## config.mk

```make
export PLATFORM = sky130hd
export DESIGN_NAME = detection_dedup_table_top
export DESIGN_NICKNAME = d
export VERILOG_FILES = /design/src/ddt_pkg.sv /design/src/ddt_ram.sv /design/src/detection_dedup_table_top.sv
export SDC_FILE = /design/constraint.sdc
export NUM_CORES = 2
export LEC_CHECK = 0
export BUFFER_PORTS_ARGS = -buffer_cell sky130_fd_sc_hd__buf_2
export CORE_AREA = 2 2 411 719
export DETAILED_ROUTE_END_ITERATION = 8
export DIE_AREA = 0 0 413 721
export GPL_TIMING_DRIVEN = 0
export PLACE_DENSITY = 0.69
export SLEW_MARGIN = 30
export SYNTH_ARGS = -nofsm -noshare
export SYNTH_HDL_FRONTEND = slang
export SYNTH_SLANG_ARGS = --single-unit
```

## constraint.sdc

```tcl
create_clock -name clk -period 11.7 [get_ports clk]
set_input_delay 2.34 -clock clk [delete_from_list [all_inputs] [get_ports clk]]
set_output_delay 2.34 -clock clk [all_outputs]
set_load 0.1 [all_outputs]
```

## src/ddt_pkg.sv

```systemverilog
// ----------------------------------------------------------------------------
// ddt_pkg: shared types and constants of the detection dedup table
// Table geometry, field widths, status codes and the coordinate helper.
// ----------------------------------------------------------------------------
package ddt_pkg;

  localparam int MAX_ENTRIES = 64;
  localparam int IDX_W       = $clog2(MAX_ENTRIES);
  localparam int CNT_W       = $clog2(MAX_ENTRIES + 1);

  localparam int COORD_W     = 16;
  localparam int POS_W       = 3 * COORD_W;
  localparam int TOL_W       = 15;
  localparam int LIM_W       = 36;
  localparam int PROD_W      = 2 * COORD_W;

  localparam int CFG_IDX_W   = 2;
  localparam int CFG_DATA_W  = 36;

  localparam int STATUS_W    = 3;
  localparam int OUT_IDX_W   = 6;
  localparam int OUT_CNT_W   = 7;

  localparam logic [CFG_IDX_W-1:0] REG_MATCH_TOL = 2'd0;
  localparam logic [CFG_IDX_W-1:0] REG_RANGE_SQ  = 2'd1;

  localparam logic [STATUS_W-1:0] ST_ADDED     = 3'd0;
  localparam logic [STATUS_W-1:0] ST_DUPLICATE = 3'd1;
  localparam logic [STATUS_W-1:0] ST_RANGE     = 3'd2;
  localparam logic [STATUS_W-1:0] ST_FULL      = 3'd3;
  localparam logic [STATUS_W-1:0] ST_INVALID   = 3'd4;

  localparam logic [TOL_W-1:0] TOL_RESET   = 15'd256;
  localparam logic [LIM_W-1:0] RANGE_RESET = 36'd589824;

  typedef logic signed [COORD_W-1:0] coord_t;
  typedef logic [COORD_W-1:0]        mag_t;

  // Magnitude of the difference of two signed coordinates. It never exceeds
  // 65535, so it fits the coordinate width as an unsigned value.
  function automatic mag_t abs_diff(input coord_t a, input coord_t b);
    logic signed [COORD_W:0] d;
    logic signed [COORD_W:0] m;
    d = {a[COORD_W-1], a} - {b[COORD_W-1], b};
    m = d[COORD_W] ? -d : d;
    return m[COORD_W-1:0];
  endfunction

endpackage

```

## src/ddt_ram.sv

```systemverilog
// ----------------------------------------------------------------------------
// ddt_ram: generic simple dual-port RAM
// One write port and one read port; the read data is registered.
// ----------------------------------------------------------------------------
module ddt_ram #(
  parameter int WIDTH = 8,
  parameter int DEPTH = 16
) (
  input  logic                     clk,
  input  logic                     we,
  input  logic [$clog2(DEPTH)-1:0] waddr,
  input  logic [WIDTH-1:0]         wdata,
  input  logic                     re,
  input  logic [$clog2(DEPTH)-1:0] raddr,
  output logic [WIDTH-1:0]         rdata
);

  logic [WIDTH-1:0] mem [DEPTH];

  always_ff @(posedge clk) begin
    if (we) begin
      mem[waddr] <= wdata;
    end
    if (re) begin
      rdata <= mem[raddr];
    end
  end

endmodule

```

## src/detection_dedup_table_top.sv

```systemverilog
// ----------------------------------------------------------------------------
// detection_dedup_table_top: table of accepted 3-D detections
// Rejects duplicates inside a per-axis tolerance box, gates on squared range
// to the robot and appends new detections to a table held in RAM.
//
//   Channel  Signals                            Direction  Transfer when
//   in       in_valid, in_stall, det_*, robot_*  in         valid & !stall
//   out      out_valid, out_stall, status, ...   out        valid & !stall
//   cfg      cfg_valid, cfg_ready, cfg_index/data in         valid & ready
//
// An invalid detection goes from the accepting cycle straight to the result
// state. A valid detection passes through the squared-distance unit (one shared
// 16x16 multiplier, one axis per cycle), then scans the table RAM one entry per
// cycle, then enters the result state; a duplicate ends the scan early. A new
// item is taken only when idle, so each item finishes before the next one.
// Reset is synchronous and empties the table; there is no clearing pass.
// A stalled output holds its result, and the input stays stalled until the
// pending result moves into the output register.
// ----------------------------------------------------------------------------
module detection_dedup_table_top (
  input  logic                          clk,
  input  logic                          rst,
  input  logic                          in_valid,
  output logic                          in_stall,
  input  logic                          det_invalid,
  input  ddt_pkg::coord_t               det_x,
  input  ddt_pkg::coord_t               det_y,
  input  ddt_pkg::coord_t               det_z,
  input  ddt_pkg::coord_t               robot_x,
  input  ddt_pkg::coord_t               robot_y,
  input  ddt_pkg::coord_t               robot_z,
  output logic                          out_valid,
  input  logic                          out_stall,
  output logic [ddt_pkg::STATUS_W-1:0]  status,
  output logic [ddt_pkg::OUT_IDX_W-1:0] entry_index,
  output logic [ddt_pkg::OUT_CNT_W-1:0] entry_count,
  input  logic                          cfg_valid,
  output logic                          cfg_ready,
  input  logic [ddt_pkg::CFG_IDX_W-1:0] cfg_index,
  input  logic [ddt_pkg::CFG_DATA_W-1:0] cfg_data
);
  import ddt_pkg::*;

  localparam logic [1:0] S_IDLE = 2'd0;
  localparam logic [1:0] S_DIST = 2'd1;
  localparam logic [1:0] S_SCAN = 2'd2;
  localparam logic [1:0] S_RES  = 2'd3;

  logic [1:0]          state;
  logic [TOL_W-1:0]    match_tol;
  logic [LIM_W-1:0]    range_sq;
  logic [CNT_W-1:0]    count;
  logic [CNT_W-1:0]    ptr;
  logic [1:0]          axis;

  coord_t              dx, dy, dz, rx, ry, rz;
  logic [PROD_W-1:0]   prod;
  logic [LIM_W-1:0]    dist_acc;
  mag_t                axis_mag;

  logic                rd_valid;
  logic [IDX_W-1:0]    rd_idx;
  logic [POS_W-1:0]    rd_data;
  logic                rd_en;
  logic                wr_en;
  logic                hit;
  logic                scan_done;
  logic                out_load;

  logic [STATUS_W-1:0] res_status;
  logic [IDX_W-1:0]    res_idx;
  logic [CNT_W-1:0]    res_count;

  assign cfg_ready = 1'b1;
  assign in_stall  = (state != S_IDLE);

  // Shared distance unit operand: one axis per cycle.
  always_comb begin
    case (axis)
      2'd0:    axis_mag = abs_diff(dx, rx);
      2'd1:    axis_mag = abs_diff(dy, ry);
      default: axis_mag = abs_diff(dz, rz);
    endcase
  end

  assign hit = rd_valid &&
               ({1'b0, abs_diff(coord_t'(rd_data[POS_W-1 -: COORD_W]), dx)} <=
                {1'b0, match_tol}) &&
               ({1'b0, abs_diff(coord_t'(rd_data[2*COORD_W-1 -: COORD_W]), dy)} <=
                {1'b0, match_tol}) &&
               ({1'b0, abs_diff(coord_t'(rd_data[COORD_W-1:0]), dz)} <=
                {1'b0, match_tol});

  assign rd_en     = (state == S_SCAN) && (ptr < count) && !hit;
  assign scan_done = (state == S_SCAN) && !rd_valid && (ptr == count);
  assign wr_en     = scan_done && (dist_acc < range_sq) &&
                     (count < CNT_W'(MAX_ENTRIES));
  assign out_load  = (state == S_RES) && (!out_valid || !out_stall);

  ddt_ram #(
    .WIDTH(POS_W),
    .DEPTH(MAX_ENTRIES)
  ) u_table (
    .clk  (clk),
    .we   (wr_en),
    .waddr(count[IDX_W-1:0]),
    .wdata({dx, dy, dz}),
    .re   (rd_en),
    .raddr(ptr[IDX_W-1:0]),
    .rdata(rd_data)
  );

  always_ff @(posedge clk) begin
    if (rst) begin
      state     <= S_IDLE;
      match_tol <= TOL_RESET;
      range_sq  <= RANGE_RESET;
      count     <= '0;
      out_valid <= 1'b0;
      rd_valid  <= 1'b0;
    end else begin
      if (cfg_valid && cfg_ready) begin
        unique case (cfg_index)
          REG_MATCH_TOL: match_tol <= cfg_data[TOL_W-1:0];
          REG_RANGE_SQ:  range_sq  <= cfg_data[LIM_W-1:0];
          default: ;
        endcase
      end

      if (out_load) begin
        out_valid <= 1'b1;
      end else if (out_valid && !out_stall) begin
        out_valid <= 1'b0;
      end

      unique case (state)
        S_IDLE: begin
          if (in_valid) begin
            dx       <= det_x;
            dy       <= det_y;
            dz       <= det_z;
            rx       <= robot_x;
            ry       <= robot_y;
            rz       <= robot_z;
            axis     <= 2'd0;
            dist_acc <= '0;
            ptr      <= '0;
            rd_valid <= 1'b0;
            if (det_invalid) begin
              res_status <= ST_INVALID;
              res_idx    <= '0;
              res_count  <= count;
              state      <= S_RES;
            end else begin
              state <= S_DIST;
            end
          end
        end
        S_DIST: begin
          // Product of one axis is registered, then added on the next cycle.
          prod <= axis_mag * axis_mag;
          if (axis != 2'd0) begin
            dist_acc <= dist_acc + LIM_W'(prod);
          end
          axis <= axis + 2'd1;
          if (axis == 2'd3) begin
            state <= S_SCAN;
          end
        end
        S_SCAN: begin
          rd_valid <= rd_en;
          if (rd_en) begin
            rd_idx <= ptr[IDX_W-1:0];
            ptr    <= ptr + CNT_W'(1);
          end
          if (hit) begin
            res_status <= ST_DUPLICATE;
            res_idx    <= rd_idx;
            res_count  <= count;
            state      <= S_RES;
          end else if (scan_done) begin
            if (dist_acc >= range_sq) begin
              res_status <= ST_RANGE;
              res_idx    <= '0;
              res_count  <= count;
            end else if (!wr_en) begin
              res_status <= ST_FULL;
              res_idx    <= '0;
              res_count  <= count;
            end else begin
              res_status <= ST_ADDED;
              res_idx    <= count[IDX_W-1:0];
              res_count  <= count + CNT_W'(1);
              count      <= count + CNT_W'(1);
            end
            state <= S_RES;
          end
        end
        S_RES: begin
          if (out_load) begin
            state <= S_IDLE;
          end
        end
        default: state <= S_IDLE;
      endcase
    end
  end

  // Output payload loads together with out_valid when the result moves over.
  always_ff @(posedge clk) begin
    if (out_load) begin
      status      <= res_status;
      entry_index <= OUT_IDX_W'(res_idx);
      entry_count <= OUT_CNT_W'(res_count);
    end
  end

endmodule

```

==> flow_summary.ini <==
[drt]
ant_nets = 0
dr.pass1.iters = 5
vias = 77579
drt_iter0_drc = 7859
viasPerCell = 6.16
wl_per_cell_um = 33.7
drc_errors = 0
wl_um = 425000

[clock_tree]
clk_pin_slew_worst_paths_ns = 0.07
h-tree-depth = 5
clock-root-buffer = clkbuf_16
numCtsBuffers = 293
cts_tree = done
ctsHoldBuffers = 0
clock_latency_ns = 0.92
cts_sinks = 3392
clockBufferDepth = 4

[outcome]
status = finished clean

[critical_path]
cp_slowest_stage_delay_ns = 0.62
regToRegSetupSlack_ns = 0.35
cp_max_fo = 18
worstReg2RegStart = dx[0]
cp_data_arrival_time_ns = 11.90
crit_path_frequent_cell = fa_1
cp-end-kind = flop
path_class = reg -> reg
reg2regPathDepth = 39
cp_data_required_time_ns = 12.25
r2r-end = prod[31]
cpMaxStageDelayCell = fa_1
start_kind = flop
critPathLaunch = dx[0]

[sta]
fin_worst_skew_ns = 0.0644
setup_ws_ns = 0.346
fin_crit_sh = 0.970
drv_slew = 0
period_needed_ns = 11.35
slew_headroom = 0.255
hold_violations = 0
worst_slew_pin_slew_ns = 1.12
setup_viol = 0
rsz0062_at_grt = no
max_freq_ghz = 0.0881

[floorplan]
ios = 159
chipHeight_um = 721
rows = 263
start_util = 0.498
die_area_mm2 = 0.298
die_w_um = 413
core-area_mm2 = 0.292

[cells_and_area]
area_growth_pct = 16.3
final_cells = 12592
drive_gt1_frac = 0.281
fillerInstances = 21051
final_common_cell = edfxtp_1
final_cell_mix = edfxtp_1, mux4_2, inv_1
fin_nets = 9153

[flow_run]
cap_violations = 0

[hold_path]
min_to = entry_count[2]
min_path_cells = 0
hp-class = reg -> reg
hp-start = res_count[2]

[place]
hpwlAfterDp_um = 321000
gp_congestion = 1.00
port_buffers = 157
place_ws_ns = -0.529
dpl.cell_count = 12047

[logic_synthesis]
ys_ff_latch = 3392
ys_warn_count = 0
synth_enable_flop_cells = 3330
ys_seq_area_frac = 0.696
ys_types = 97
async_flop_share = 0
syn_avg_cell_area_um2 = 19.4
syn_nets = 8149
synth.cell_area_mm2 = 0.145
syn-instance-count = 7511
synth-main-ff-cell = edfxtp_1

[global_route]
grtUsageTotal = 0.285
antenna_found_initial = 26
grt_first_pass_wirelength_um = 590000
grt_start_max_net_pins = 29
overflow = 0
grt_pass1_vias = 81376
## kinds of logic after synthesis
group	Yosys count	synth area share
DFF	3392	0.696
AOI/OAI and AO/OA	681	0.0313
muxes	1019	0.157
other	1	0.0000258
and+or+nand+nor	988	0.0337
adders and majority gates	498	0.0516
xor gates and xnor gates	185	0.0111
buffers and inverters	747	0.0194
## stage by stage
stage          area, um2  hold WS [ns]   TNS, ns  utilization
5_1_grt           169000         0.388         0        0.579
2_1_floorplan     145000         0.400         0            -
3_3_place_gp      151000         0.403  -3159.31        0.517
3_5_place_dp      159000         0.405     -1.75        0.545
6_report          169000         0.380         0        0.579
4_1_cts           169000         0.388         0        0.578
## synth_stat cells, drive strengths merged (8+ instances only)
cell | count | area (um2)
nor2 | 221 | 832
edfxtp | 3330 | 100000
o31ai | 15 | 123
nor2b | 37 | 231
o21bai | 18 | 135
o21a | 46 | 345
o2111ai | 8 | 76.3
and4 | 13 | 114
inv | 434 | 1630
or2 | 19 | 121
nand2 | 290 | 1090
dfxtp | 62 | 1240
a21oi | 215 | 1080
and3 | 24 | 150
xnor2 | 122 | 1070
a31oi | 28 | 175
buf | 97 | 385
mux4 | 1008 | 22700
nand4 | 34 | 213
o21ai | 119 | 607
nor3 | 74 | 370
o211ai | 22 | 170
xor2 | 63 | 552
clkbuf | 216 | 811
a2111oi | 8 | 95.1
nand3b | 16 | 120
a221o | 8 | 80.1
a21o | 71 | 533
o31a | 10 | 87.6
a211oi | 22 | 188
or3 | 18 | 118
a211o | 11 | 97.6
and2 | 82 | 513
ha | 328 | 4100
nand3 | 68 | 340
nor4 | 17 | 106
or4 | 8 | 63.8
fa | 170 | 3400
nand2b | 31 | 194
o211a | 9 | 90.1
## worst max path at each step
stage | cells past startpoint | to
global route | 39 | prod[31]
CTS | 34 | prod[30]
global placement | 11 | u_table.mem[30][21]
detailed placement | 33 | prod[30]
floorplan | 33 | prod[31]
finish | 39 | prod[31]
## critical path, delay by kind of cell, from the launching register on
family,cells,cell delay [ns]
xor+xnor,1,0.43
compound gates,13,3.63
fa+ha+maj,9,3.70
simple gates,7,1.24
flops,1,0.55
buf+inv,9,1.46
## sequential cells by signal (all words and copies together) (netlist names), 3 cells and up
name and flops:
u_table.mem 3072, u_table.rdata 48, dist_acc 36, range_sq 36
prod 31, dx 16, dy 16, dz 16
rx 16, ry 16, rz 16, match_tol 15
count 7, entry_count 7, ptr 7, res_count 7
entry_index 6, rd_idx 6, res_idx 6, res_status 3
status 3
## area by class of cell
| class | count | area (um2) | area share |
|---|---|---|---|
| Clock buffer | 341 | 7700 | 0.0455 |
| Tap cell | 3842 | 4810 | 0.0284 |
| Multi-Input combinational cell | 3372 | 42000 | 0.248 |
| Clock inverter | 179 | 1930 | 0.0114 |
| Sequential cell | 3392 | 101000 | 0.598 |
| Inverter | 434 | 1630 | 0.00965 |
| Buffer | 313 | 1390 | 0.00820 |
| Antenna cell | 10 | 25.0 | 0.000148 |
| Timing Repair Buffer | 709 | 8470 | 0.0501 |
## layer usage
layer	wire length [um]	vias up	GRT usage
met5	57	-	0.000493
met4	34800	10	0.193
met3	24700	1030	0.0390
met2	236000	3315	0.539
met1	129000	40908	0.284
li1	-	32316	-
## timing repair
action	CTS	global route
gates resized for setup	11	28
setup endpoints to repair	7	7
setup buffers	0	14
hold endpoints to repair	0	0
Power is left out: the tool's default activity adds up to more than one toggle a clock period on the data nets, which glitch-free logic cannot reach.
